==> config.mk <==
export PLATFORM = sky130hd
export DESIGN_NAME = audio_dynamic_range_compressor
export DESIGN_NICKNAME = d
export VERILOG_FILES = /design/src/hw/rtl/adrc_pkg.sv /design/src/hw/rtl/adrc_mac.sv /design/src/hw/rtl/audio_dynamic_range_compressor.sv
export SDC_FILE = /design/constraint.sdc
export NUM_CORES = 2
export LEC_CHECK = 0
export ABC_AREA = 1
export BUFFER_PORTS_ARGS = -buffer_cell sky130_fd_sc_hd__buf_4
export CORE_ASPECT_RATIO = 1.2
export CORE_UTILIZATION = 40
export CTS_BUF_LIST = sky130_fd_sc_hd__clkbuf_2
export CTS_CLUSTER_DIAMETER = 120
export DETAILED_ROUTE_END_ITERATION = 10
export PLACE_DENSITY = 0.56
export SKIP_CTS_REPAIR_TIMING = 1
export SYNTH_ARGS = -nofsm -noshare
export SYNTH_HDL_FRONTEND = slang
export SYNTH_SLANG_ARGS = --single-unit
export TNS_END_PERCENT = 30
==> constraint.sdc <==
create_clock -name clk_i -period 12.8 [get_ports clk_i]
set_clock_uncertainty 0.2 [all_clocks]
set_input_delay 2.56 -clock clk_i [delete_from_list [all_inputs] [get_ports clk_i]]
set_output_delay 2.56 -clock clk_i [all_outputs]
set_load 0.05 [all_outputs]
==> src/hw/rtl/adrc_pkg.sv <==
package adrc_pkg;

  // configuration register indexes
  localparam logic [1:0] REG_THRESHOLD = 2'd0;
  localparam logic [1:0] REG_INV_RATIO = 2'd1;
  localparam logic [1:0] REG_ATTACK    = 2'd2;
  localparam logic [1:0] REG_RELEASE   = 2'd3;

  // register reset values
  localparam logic [15:0] THRESHOLD_RST = 16'hEC00;  // -20 dB in Q8.8
  localparam logic [16:0] INV_RATIO_RST = 17'd16384;
  localparam logic [15:0] ATTACK_RST    = 16'd65400;
  localparam logic [15:0] RELEASE_RST   = 16'd65522;

  // fixed-point constants
  localparam logic signed [15:0] DB_FLOOR   = -16'sd25600;
  localparam logic [16:0]        UNITY_GAIN = 17'd65536;
  localparam logic [23:0]        DB_PER_LOG2 = 24'd394566;
  localparam logic [23:0]        LOG2_PER_DB = 24'd2786635;

  // log2 of a Q1.30 mantissa in [1,2) as Q0.16, by repeated squaring
  function automatic logic [15:0] adrc_log2_sq(input logic [63:0] m_in);
    logic [63:0] m;
    logic [15:0] r;
    m = m_in;
    r = '0;
    for (int k = 1; k <= 16; k++) begin
      m = (m * m) >> 30;
      if (m >= 64'h8000_0000) begin
        m = m >> 1;
        r[16-k] = 1'b1;
      end
    end
    return r;
  endfunction

  // log table entry i for a table of 2^ltb entries
  function automatic logic [15:0] adrc_log_entry(input int i, input int ltb);
    logic [63:0] m;
    m = (64'(1) << 30) + (64'(i) << (30 - ltb));
    return adrc_log2_sq(m);
  endfunction

  // exp table entry i: least mantissa whose log reaches i/2^ltb
  function automatic logic [16:0] adrc_exp_entry(input int i, input int ltb);
    logic [63:0] lo;
    logic [63:0] hi;
    logic [63:0] mid;
    logic [63:0] target;
    lo = 64'd65536;
    hi = 64'd131071;
    mid = '0;
    target = 64'(i) << (16 - ltb);
    for (int k = 0; k < 18; k++) begin
      if (lo < hi) begin
        mid = lo + ((hi - lo) >> 1);
        if ({48'd0, adrc_log2_sq(mid << 14)} >= target) begin
          hi = mid;
        end else begin
          lo = mid + 64'd1;
        end
      end
    end
    return lo[16:0];
  endfunction

endpackage

==> src/hw/rtl/adrc_mac.sv <==
module adrc_mac import adrc_pkg::*; #(
  parameter int AW = 25,
  parameter int BW = 24
) (
  input  logic signed [AW-1:0]    a_i,
  input  logic signed [BW-1:0]    b_i,
  input  logic signed [AW+BW-1:0] c_i,
  output logic signed [AW+BW-1:0] p_o
);

  logic signed [AW+BW-1:0] prod;

  // signed multiply with addend
  always_comb begin
    prod = a_i * b_i;
    p_o  = prod + c_i;
  end

endmodule

==> src/hw/rtl/audio_dynamic_range_compressor.sv <==
// Feedforward dynamic range compressor, one audio word per transaction.
// Input channel: in_valid_i / in_stall_o with in_sample_i (signed Q1.x).
// Output channel: out_valid_o / out_stall_i with out_sample_o and
// applied_gain_o (Q1.16, 65536 is unity).
// A word is taken when valid is high and stall is low. One shared
// multiply-add unit is stepped by a small sequencer through envelope
// smoothing, log conversion, compression, exp conversion, gain smoothing
// and the output multiply. Each word passes E0 and E1, then a normalise state
// that shifts once per leading zero of the new envelope below its top bit (0 to
// SAMPLE_BITS-1), then LOG, CMP, EXP, GR, G0, G1 and OUT; a zero envelope
// skips the normalise and log steps. The next word can be accepted once the
// result is in the output register.
// in_stall_o is high while a word is in work.
// The result sits in an output register; the next word is accepted while
// it waits. If the receiver still stalls when the next result is ready the
// sequencer holds until the register is free.
// Reset (rst_ni low, asynchronous) clears the envelope to zero, the gain
// to unity and loads the register defaults. Configuration writes
// (cfg_we_i, cfg_addr_i, cfg_wdata_i) take effect at once; write only
// while the block is idle.
module audio_dynamic_range_compressor import adrc_pkg::*; #(
  parameter int SAMPLE_BITS    = 24,
  parameter int LOG_TABLE_BITS = 6
) (
  input  logic                   clk_i,
  input  logic                   rst_ni,
  input  logic                   in_valid_i,
  output logic                   in_stall_o,
  input  logic [SAMPLE_BITS-1:0] in_sample_i,
  output logic                   out_valid_o,
  input  logic                   out_stall_i,
  output logic [SAMPLE_BITS-1:0] out_sample_o,
  output logic [16:0]            applied_gain_o,
  input  logic                   cfg_we_i,
  input  logic [1:0]             cfg_addr_i,
  input  logic [16:0]            cfg_wdata_i
);

  localparam int S   = SAMPLE_BITS;
  localparam int LTB = LOG_TABLE_BITS;
  localparam int TAB = 1 << LTB;
  localparam int MAW = (S + 1 > 24) ? S + 1 : 24;
  localparam int BW  = 24;
  localparam int PW  = MAW + BW;
  localparam int YW  = PW - 16;
  localparam int PBW = $clog2(S);

  // sequencer states
  localparam logic [3:0] ST_IDLE = 4'd0;
  localparam logic [3:0] ST_E0   = 4'd1;
  localparam logic [3:0] ST_E1   = 4'd2;
  localparam logic [3:0] ST_NORM = 4'd3;
  localparam logic [3:0] ST_LOG  = 4'd4;
  localparam logic [3:0] ST_CMP  = 4'd5;
  localparam logic [3:0] ST_EXP  = 4'd6;
  localparam logic [3:0] ST_GR   = 4'd7;
  localparam logic [3:0] ST_G0   = 4'd8;
  localparam logic [3:0] ST_G1   = 4'd9;
  localparam logic [3:0] ST_OUT  = 4'd10;

  // constant tables
  logic [15:0] log_tab [TAB];
  logic [16:0] exp_tab [TAB];

  for (genvar g = 0; g < TAB; g++) begin : g_rom
    localparam logic [15:0] LOG_V = adrc_log_entry(g, LTB);
    localparam logic [16:0] EXP_V = adrc_exp_entry(g, LTB);
    assign log_tab[g] = LOG_V;
    assign exp_tab[g] = EXP_V;
  end

  logic [3:0]             state_q, state_d;
  logic [S-1:0]           env_q, env_d;
  logic [16:0]            gain_q, gain_d;
  logic [S-1:0]           x_q, x_d;
  logic [S-1:0]           mag_q, mag_d;
  logic [15:0]            coef_q, coef_d;
  logic signed [PW-1:0]   acc_q, acc_d;
  logic [S-1:0]           norm_q, norm_d;
  logic [PBW-1:0]         pos_q, pos_d;
  logic signed [15:0]     db_q, db_d;
  logic signed [17:0]     red_q, red_d;
  logic signed [23:0]     t_q, t_d;
  logic [16:0]            gr_q, gr_d;
  logic [S-1:0]           out_sample_q, out_sample_d;
  logic [16:0]            out_gain_q, out_gain_d;
  logic                   out_valid_q, out_valid_d;
  logic [15:0]            thr_q;
  logic [16:0]            inv_q;
  logic [15:0]            atk_q;
  logic [15:0]            rel_q;

  logic signed [MAW-1:0]  mul_a;
  logic signed [BW-1:0]   mul_b;
  logic signed [PW-1:0]   mul_c;
  logic signed [PW-1:0]   mul_p;
  logic signed [PW-1:0]   sum;
  logic [16:0]            coef_inv;
  logic [16:0]            ir_sat;
  logic [7:0]             hi8;
  logic signed [22:0]     lval;
  logic signed [17:0]     dbw;
  logic signed [16:0]     diff;
  logic signed [17:0]     quo;
  logic [8:0]             shift;
  logic [16:0]            e_val;
  logic signed [YW-1:0]   yw;
  logic signed [YW-1:0]   ymax;
  logic signed [YW-1:0]   ymin;
  logic                   accept;
  logic                   out_free;

  // shared multiply-add unit
  adrc_mac #(
    .AW (MAW),
    .BW (BW)
  ) u_mac (
    .a_i (mul_a),
    .b_i (mul_b),
    .c_i (mul_c),
    .p_o (mul_p)
  );

  assign in_stall_o     = (state_q != ST_IDLE);
  assign accept         = in_valid_i && !in_stall_o;
  assign out_free       = !out_valid_q || !out_stall_i;
  assign out_valid_o    = out_valid_q;
  assign out_sample_o   = out_sample_q;
  assign applied_gain_o = out_gain_q;

  assign coef_inv = 17'd65536 - {1'b0, coef_q};
  assign ir_sat   = (inv_q > UNITY_GAIN) ? UNITY_GAIN : inv_q;
  assign hi8      = {{(8 - PBW){1'b0}}, pos_q} - 8'(S - 1);
  assign lval     = {hi8[6:0], log_tab[norm_q[S-2 -: LTB]]};
  assign diff     = {db_q[15], db_q} - {thr_q[15], thr_q};
  assign shift    = 9'd0 - {t_q[23], t_q[23:16]};
  assign e_val    = exp_tab[t_q[15 -: LTB]];
  assign sum      = acc_q + mul_p;
  assign ymax     = {{(YW - S + 1){1'b0}}, {(S - 1){1'b1}}};
  assign ymin     = {{(YW - S + 1){1'b1}}, {(S - 1){1'b0}}};
  assign dbw      = mul_p[24 +: 18];
  assign quo      = mul_p[16 +: 18];
  assign yw       = mul_p[PW-1:16];

  // sequencer and datapath steps
  always_comb begin
    state_d      = state_q;
    env_d        = env_q;
    gain_d       = gain_q;
    x_d          = x_q;
    mag_d        = mag_q;
    coef_d       = coef_q;
    acc_d        = acc_q;
    norm_d       = norm_q;
    pos_d        = pos_q;
    db_d         = db_q;
    red_d        = red_q;
    t_d          = t_q;
    gr_d         = gr_q;
    out_sample_d = out_sample_q;
    out_gain_d   = out_gain_q;
    out_valid_d  = out_valid_q && out_stall_i;
    mul_a        = '0;
    mul_b        = '0;
    mul_c        = '0;
    case (state_q)
      ST_IDLE: begin
        if (accept) begin
          x_d     = in_sample_i;
          mag_d   = in_sample_i[S-1] ? (~in_sample_i + 1'b1) : in_sample_i;
          state_d = ST_E0;
        end
      end
      ST_E0: begin
        coef_d  = (mag_q > env_q) ? atk_q : rel_q;
        mul_a   = {{(MAW - S){1'b0}}, env_q};
        mul_b   = {8'd0, coef_d};
        acc_d   = mul_p;
        state_d = ST_E1;
      end
      ST_E1: begin
        mul_a  = {{(MAW - S){1'b0}}, mag_q};
        mul_b  = {7'd0, coef_inv};
        mul_c  = PW'(32768);
        env_d  = sum[16 +: S];
        norm_d = sum[16 +: S];
        pos_d  = PBW'(S - 1);
        if (sum[16 +: S] == '0) begin
          db_d    = DB_FLOOR;
          state_d = ST_CMP;
        end else begin
          state_d = ST_NORM;
        end
      end
      ST_NORM: begin
        if (norm_q[S-1]) begin
          state_d = ST_LOG;
        end else begin
          norm_d = {norm_q[S-2:0], 1'b0};
          pos_d  = pos_q - 1'b1;
        end
      end
      ST_LOG: begin
        mul_a   = {{(MAW - 23){lval[22]}}, lval};
        mul_b   = DB_PER_LOG2;
        mul_c   = PW'(24'h800000);
        db_d    = (dbw < 18'(DB_FLOOR)) ? DB_FLOOR : dbw[15:0];
        state_d = ST_CMP;
      end
      ST_CMP: begin
        if ($signed(db_q) > $signed(thr_q)) begin
          mul_a = {{(MAW - 17){diff[16]}}, diff};
          mul_b = {7'd0, ir_sat};
          red_d = {{2{thr_q[15]}}, thr_q} + quo - {{2{db_q[15]}}, db_q};
        end else begin
          red_d = '0;
        end
        state_d = ST_EXP;
      end
      ST_EXP: begin
        mul_a   = {{(MAW - 18){red_q[17]}}, red_q};
        mul_b   = LOG2_PER_DB;
        t_d     = mul_p[16 +: 24];
        state_d = ST_GR;
      end
      ST_GR: begin
        gr_d    = (shift >= 9'd17) ? 17'd0 : (e_val >> shift);
        state_d = ST_G0;
      end
      ST_G0: begin
        coef_d  = (gr_q < gain_q) ? atk_q : rel_q;
        mul_a   = {{(MAW - 17){1'b0}}, gain_q};
        mul_b   = {8'd0, coef_d};
        acc_d   = mul_p;
        state_d = ST_G1;
      end
      ST_G1: begin
        mul_a   = {{(MAW - 17){1'b0}}, gr_q};
        mul_b   = {7'd0, coef_inv};
        mul_c   = PW'(32768);
        gain_d  = sum[16 +: 17];
        state_d = ST_OUT;
      end
      ST_OUT: begin
        mul_a = {{(MAW - S){x_q[S-1]}}, x_q};
        mul_b = {7'd0, gain_q};
        mul_c = PW'(32768);
        if (out_free) begin
          if (yw > ymax) begin
            out_sample_d = ymax[S-1:0];
          end else if (yw < ymin) begin
            out_sample_d = ymin[S-1:0];
          end else begin
            out_sample_d = yw[S-1:0];
          end
          out_gain_d  = gain_q;
          out_valid_d = 1'b1;
          state_d     = ST_IDLE;
        end
      end
      default: begin
        state_d = ST_IDLE;
      end
    endcase
  end

  // control and state registers
  always_ff @(posedge clk_i or negedge rst_ni) begin
    if (!rst_ni) begin
      state_q     <= ST_IDLE;
      env_q       <= '0;
      gain_q      <= UNITY_GAIN;
      out_valid_q <= 1'b0;
    end else begin
      state_q     <= state_d;
      env_q       <= env_d;
      gain_q      <= gain_d;
      out_valid_q <= out_valid_d;
    end
  end

  // working registers
  always_ff @(posedge clk_i) begin
    x_q          <= x_d;
    mag_q        <= mag_d;
    coef_q       <= coef_d;
    acc_q        <= acc_d;
    norm_q       <= norm_d;
    pos_q        <= pos_d;
    db_q         <= db_d;
    red_q        <= red_d;
    t_q          <= t_d;
    gr_q         <= gr_d;
    out_sample_q <= out_sample_d;
    out_gain_q   <= out_gain_d;
  end

  // configuration registers
  always_ff @(posedge clk_i or negedge rst_ni) begin
    if (!rst_ni) begin
      thr_q <= THRESHOLD_RST;
      inv_q <= INV_RATIO_RST;
      atk_q <= ATTACK_RST;
      rel_q <= RELEASE_RST;
    end else if (cfg_we_i) begin
      case (cfg_addr_i)
        REG_THRESHOLD: thr_q <= cfg_wdata_i[15:0];
        REG_INV_RATIO: inv_q <= cfg_wdata_i;
        REG_ATTACK:    atk_q <= cfg_wdata_i[15:0];
        REG_RELEASE:   rel_q <= cfg_wdata_i[15:0];
        default: begin
        end
      endcase
    end
  end

endmodule
==> results.toml <==
[floorplanning]
io-pin-count = 91
dieArea_um2 = 113000
die_h_um = 368
rows = 133
die-width_um = 307
initial_core_util_pct = 40.5
core_um2 = 110000

[clocking]
clkSlewWorstSetupHoldPaths_ns = 0.13
clk_latency_ns = 1.29
cts_buffer_depth = 3
cts-root-buf = "clkbuf_2"
cts_buffers = 90
cts.sinks = 349
cts_tree = "done"
h-tree-depth = 3

[critical_path]
crit_path_end_kind = "register"
required_ns = 13.58
critPathMaxStageDelay_ns = 0.55
crit_fanout = 16
cp.arrival_ns = 12.81
slowest_stage = "fa_1"
crit_top_cell = "nand2_1"
worstSetupPathType = "reg -> reg"
startpoint_type = "register"

[placed_design]
gpl.final_weighted_congestion = 1.05
portBuffers = 90
dpl.hpwl_mm = 140
pre_cts_ws_ns = 0.0742
dpl.cell_count = 7391

[sta]
tightest_slew_ns = 1.11
fmax_ghz = 0.0832
timing.slew.headroom_pct = 25.5
fin_setup_tns_ns = 0
hold_violations = 0
rsz0062_at_grt = "false"
report.final.setup_viol = 0
fin_crit_sh_pct = 93.9
drv_slew = 0
fin_crit_ns = 12.02
fin_ws_ns = 0.778

[routing]
drt_iter0_markers = 2867
wire_per_inst_um = 22.1
postRouteWirelength_mm = 167
drtAntennaViolNets = 0
viasPerCell = 5.15
drt_first_pass_iters = 5
route.vias.total = 38995
drcViolationCount = 0

[finish]
nFillCells = 11325
multi_input_area_um2 = 29000
area_growth_pct = 14.1
final_core_util_pct = 46.2
regArea_um2 = 9960
finalNetCount = 6949
drive_gt1_share_pct = 13.0
final_cells = 7577

[global_route]
grt_remaining_overflow = 0
grt_pass1_vias = 40604
grt_max_degree = 69
antenna_found_initial = 7
grt_usage_pct = 30.1
grt_first_pass_wirelength_mm = 251

[synth]
syn-instance-count = 5588
ys_seq_area_share_pct = 22.3
yosysUniqueCellTypes = 78
synth.avg_cell_area_um2 = 7.99
synth_area_um2 = 44600
ys_seq_elements = 349
synth_ff_type = "edfxtp_1"
synth_nets = 6520
synth_edf_count = 238
synth-async-reset-ratio_pct = 31.8
synth_warnings = 0

[flow_run]
drv_cap = 0

[run_status]
status = "finished clean"

[hold_path]
hp-class = "reg -> reg"
## metrics by stage
stage | instance area (um2) | hold slack [ns]
finish | 50900 | 0.257
global route | 50900 | 0.266
CTS | 50500 | 0.201
detailed placement | 49600 | 0.274
global placement | 49600 | 0.269
floorplan | 44600 | 0.242
## path summary, 6_finish.rpt
kind	startpoint	to	slack [ns]	cells past startpoint
worst max register to register	thr_q[5]	db_q[1]	0.78	51
worst min register to register	norm_q[9]	norm_q[10]	0.26	2
max in group asynchronous	rst_ni	env_q[23]	9.81	2
min in group asynchronous	rst_ni	thr_q[5]	1.24	1
worst max-delay path	thr_q[5]	db_q[1]	0.78	51
worst min-delay path	norm_q[9]	norm_q[10]	0.26	2
## critical path: cells and delay by family (launching register included)
family,cells,cell delay (ns)
xor gates and xnor gates,1,0.24
adders and majority gates,10,4.81
DFF,1,0.46
buffers and inverters,12,1.54
AOI/OAI and AO/OA,7,1.28
and+or+nand+nor,21,3.18
## cells by family after synthesis
group / Yosys count / share of synthesized area (%)
buf+inv: 1542 / 13.2
simple gates: 1919 / 17.3
compound gates: 791 / 10.5
fa+ha+maj: 884 / 34.5
mux: 6 / 0.137
xor+xnor: 97 / 1.92
flops: 349 / 22.3
## layer usage
| layer | track usage, % | wire, um | vias up |
|---|---|---|---|
| met1 | 36.3 | 65500 | 19249 |
| met4 | 14.6 | 8770 | 2 |
| met2 | 52.3 | 83400 | 1322 |
| met3 | 4.24 | 9740 | 339 |
| li1 | - | - | 18083 |
| met5 | 0 | 13 | - |
## placed cells by master (no fill, tap or decap), types with 15 or more instances in the layout
master / Yosys / layout
o21ai_0: 311 / 310
ha_1: 304 / 302
xnor2_1: 42 / 41
a221oi_1: 19 / 16
o211ai_1: 27 / 27
clkinv_1: 10 / 27
clkbuf_2: 0 / 129
a31oi_1: 32 / 32
o2111ai_1: 20 / 15
nor2_1: 433 / 427
dfstp_2: 32 / 32
nand4_1: 18 / 18
fa_1: 580 / 579
nand2_1: 1234 / 1232
a21oi_1: 225 / 219
edfxtp_1: 238 / 238
nand3_1: 104 / 104
buf_4: 9 / 478
nor4_1: 20 / 15
dfrtp_1: 79 / 79
inv_1: 1359 / 1353
nor3_1: 48 / 46
xor2_1: 54 / 51
o22ai_1: 25 / 25
## synthesized netlist by cell type (7+ instances only)
cell / count / share of area (%)
a2111oi_0: 7 / 0.14
a211oi_1: 11 / 0.19
a21boi_0: 9 / 0.15
a21o_1: 9 / 0.15
a21oi_1: 225 / 2.5
a21oi_2: 7 / 0.14
a221oi_1: 19 / 0.37
a31oi_1: 32 / 0.45
buf_1: 10 / 0.084
buf_2: 38 / 0.43
buf_4: 9 / 0.15
clkbuf_1: 100 / 0.84
clkinv_1: 10 / 0.084
dfrtp_1: 79 / 4.4
dfstp_2: 32 / 1.9
edfxtp_1: 238 / 16
fa_1: 580 / 26
ha_1: 304 / 8.5
inv_1: 1359 / 11
inv_2: 10 / 0.084
nand2_1: 1234 / 10
nand2_2: 7 / 0.098
nand3_1: 104 / 1.2
nand3b_1: 9 / 0.15
nand4_1: 18 / 0.25
nor2_1: 433 / 3.6
nor2_2: 10 / 0.14
nor3_1: 48 / 0.54
nor3b_1: 11 / 0.19
nor4_1: 20 / 0.28
o2111ai_1: 20 / 0.39
o211ai_1: 27 / 0.45
o21a_1: 14 / 0.24
o21ai_0: 311 / 3.5
o21bai_1: 11 / 0.19
o221ai_1: 8 / 0.16
o22ai_1: 25 / 0.35
o311ai_0: 8 / 0.16
o31ai_1: 7 / 0.12
or2_2: 8 / 0.11
xnor2_1: 42 / 0.82
xor2_1: 54 / 1.1
## area by class of cell
type                            instances  share of cell area [%]
Tap cell                             1485                    3.65
Timing Repair inverter                  1                  0.0147
Clock inverter                         32                   0.442
Clock buffer                          129                    1.27
Inverter                             1380                    10.2
Antenna cell                            6                  0.0295
Multi-Input combinational cell       3697                    57.0
Sequential cell                       349                    19.6
Timing Repair Buffer                  498                    7.74
## state kept, by name (all words and copies together) (netlist names), 17 cells and up
signal,count
applied_gain_o,17
red_q,18
inv_q,17
norm_q,24
out_sample_o,24
gr_q,17
acc_q,40
x_q,24
gain_q,17
env_q,24
mag_q,23
Power is not shown: default switching activity piles up to over one toggle a cycle in this logic, so the estimate is an artifact.
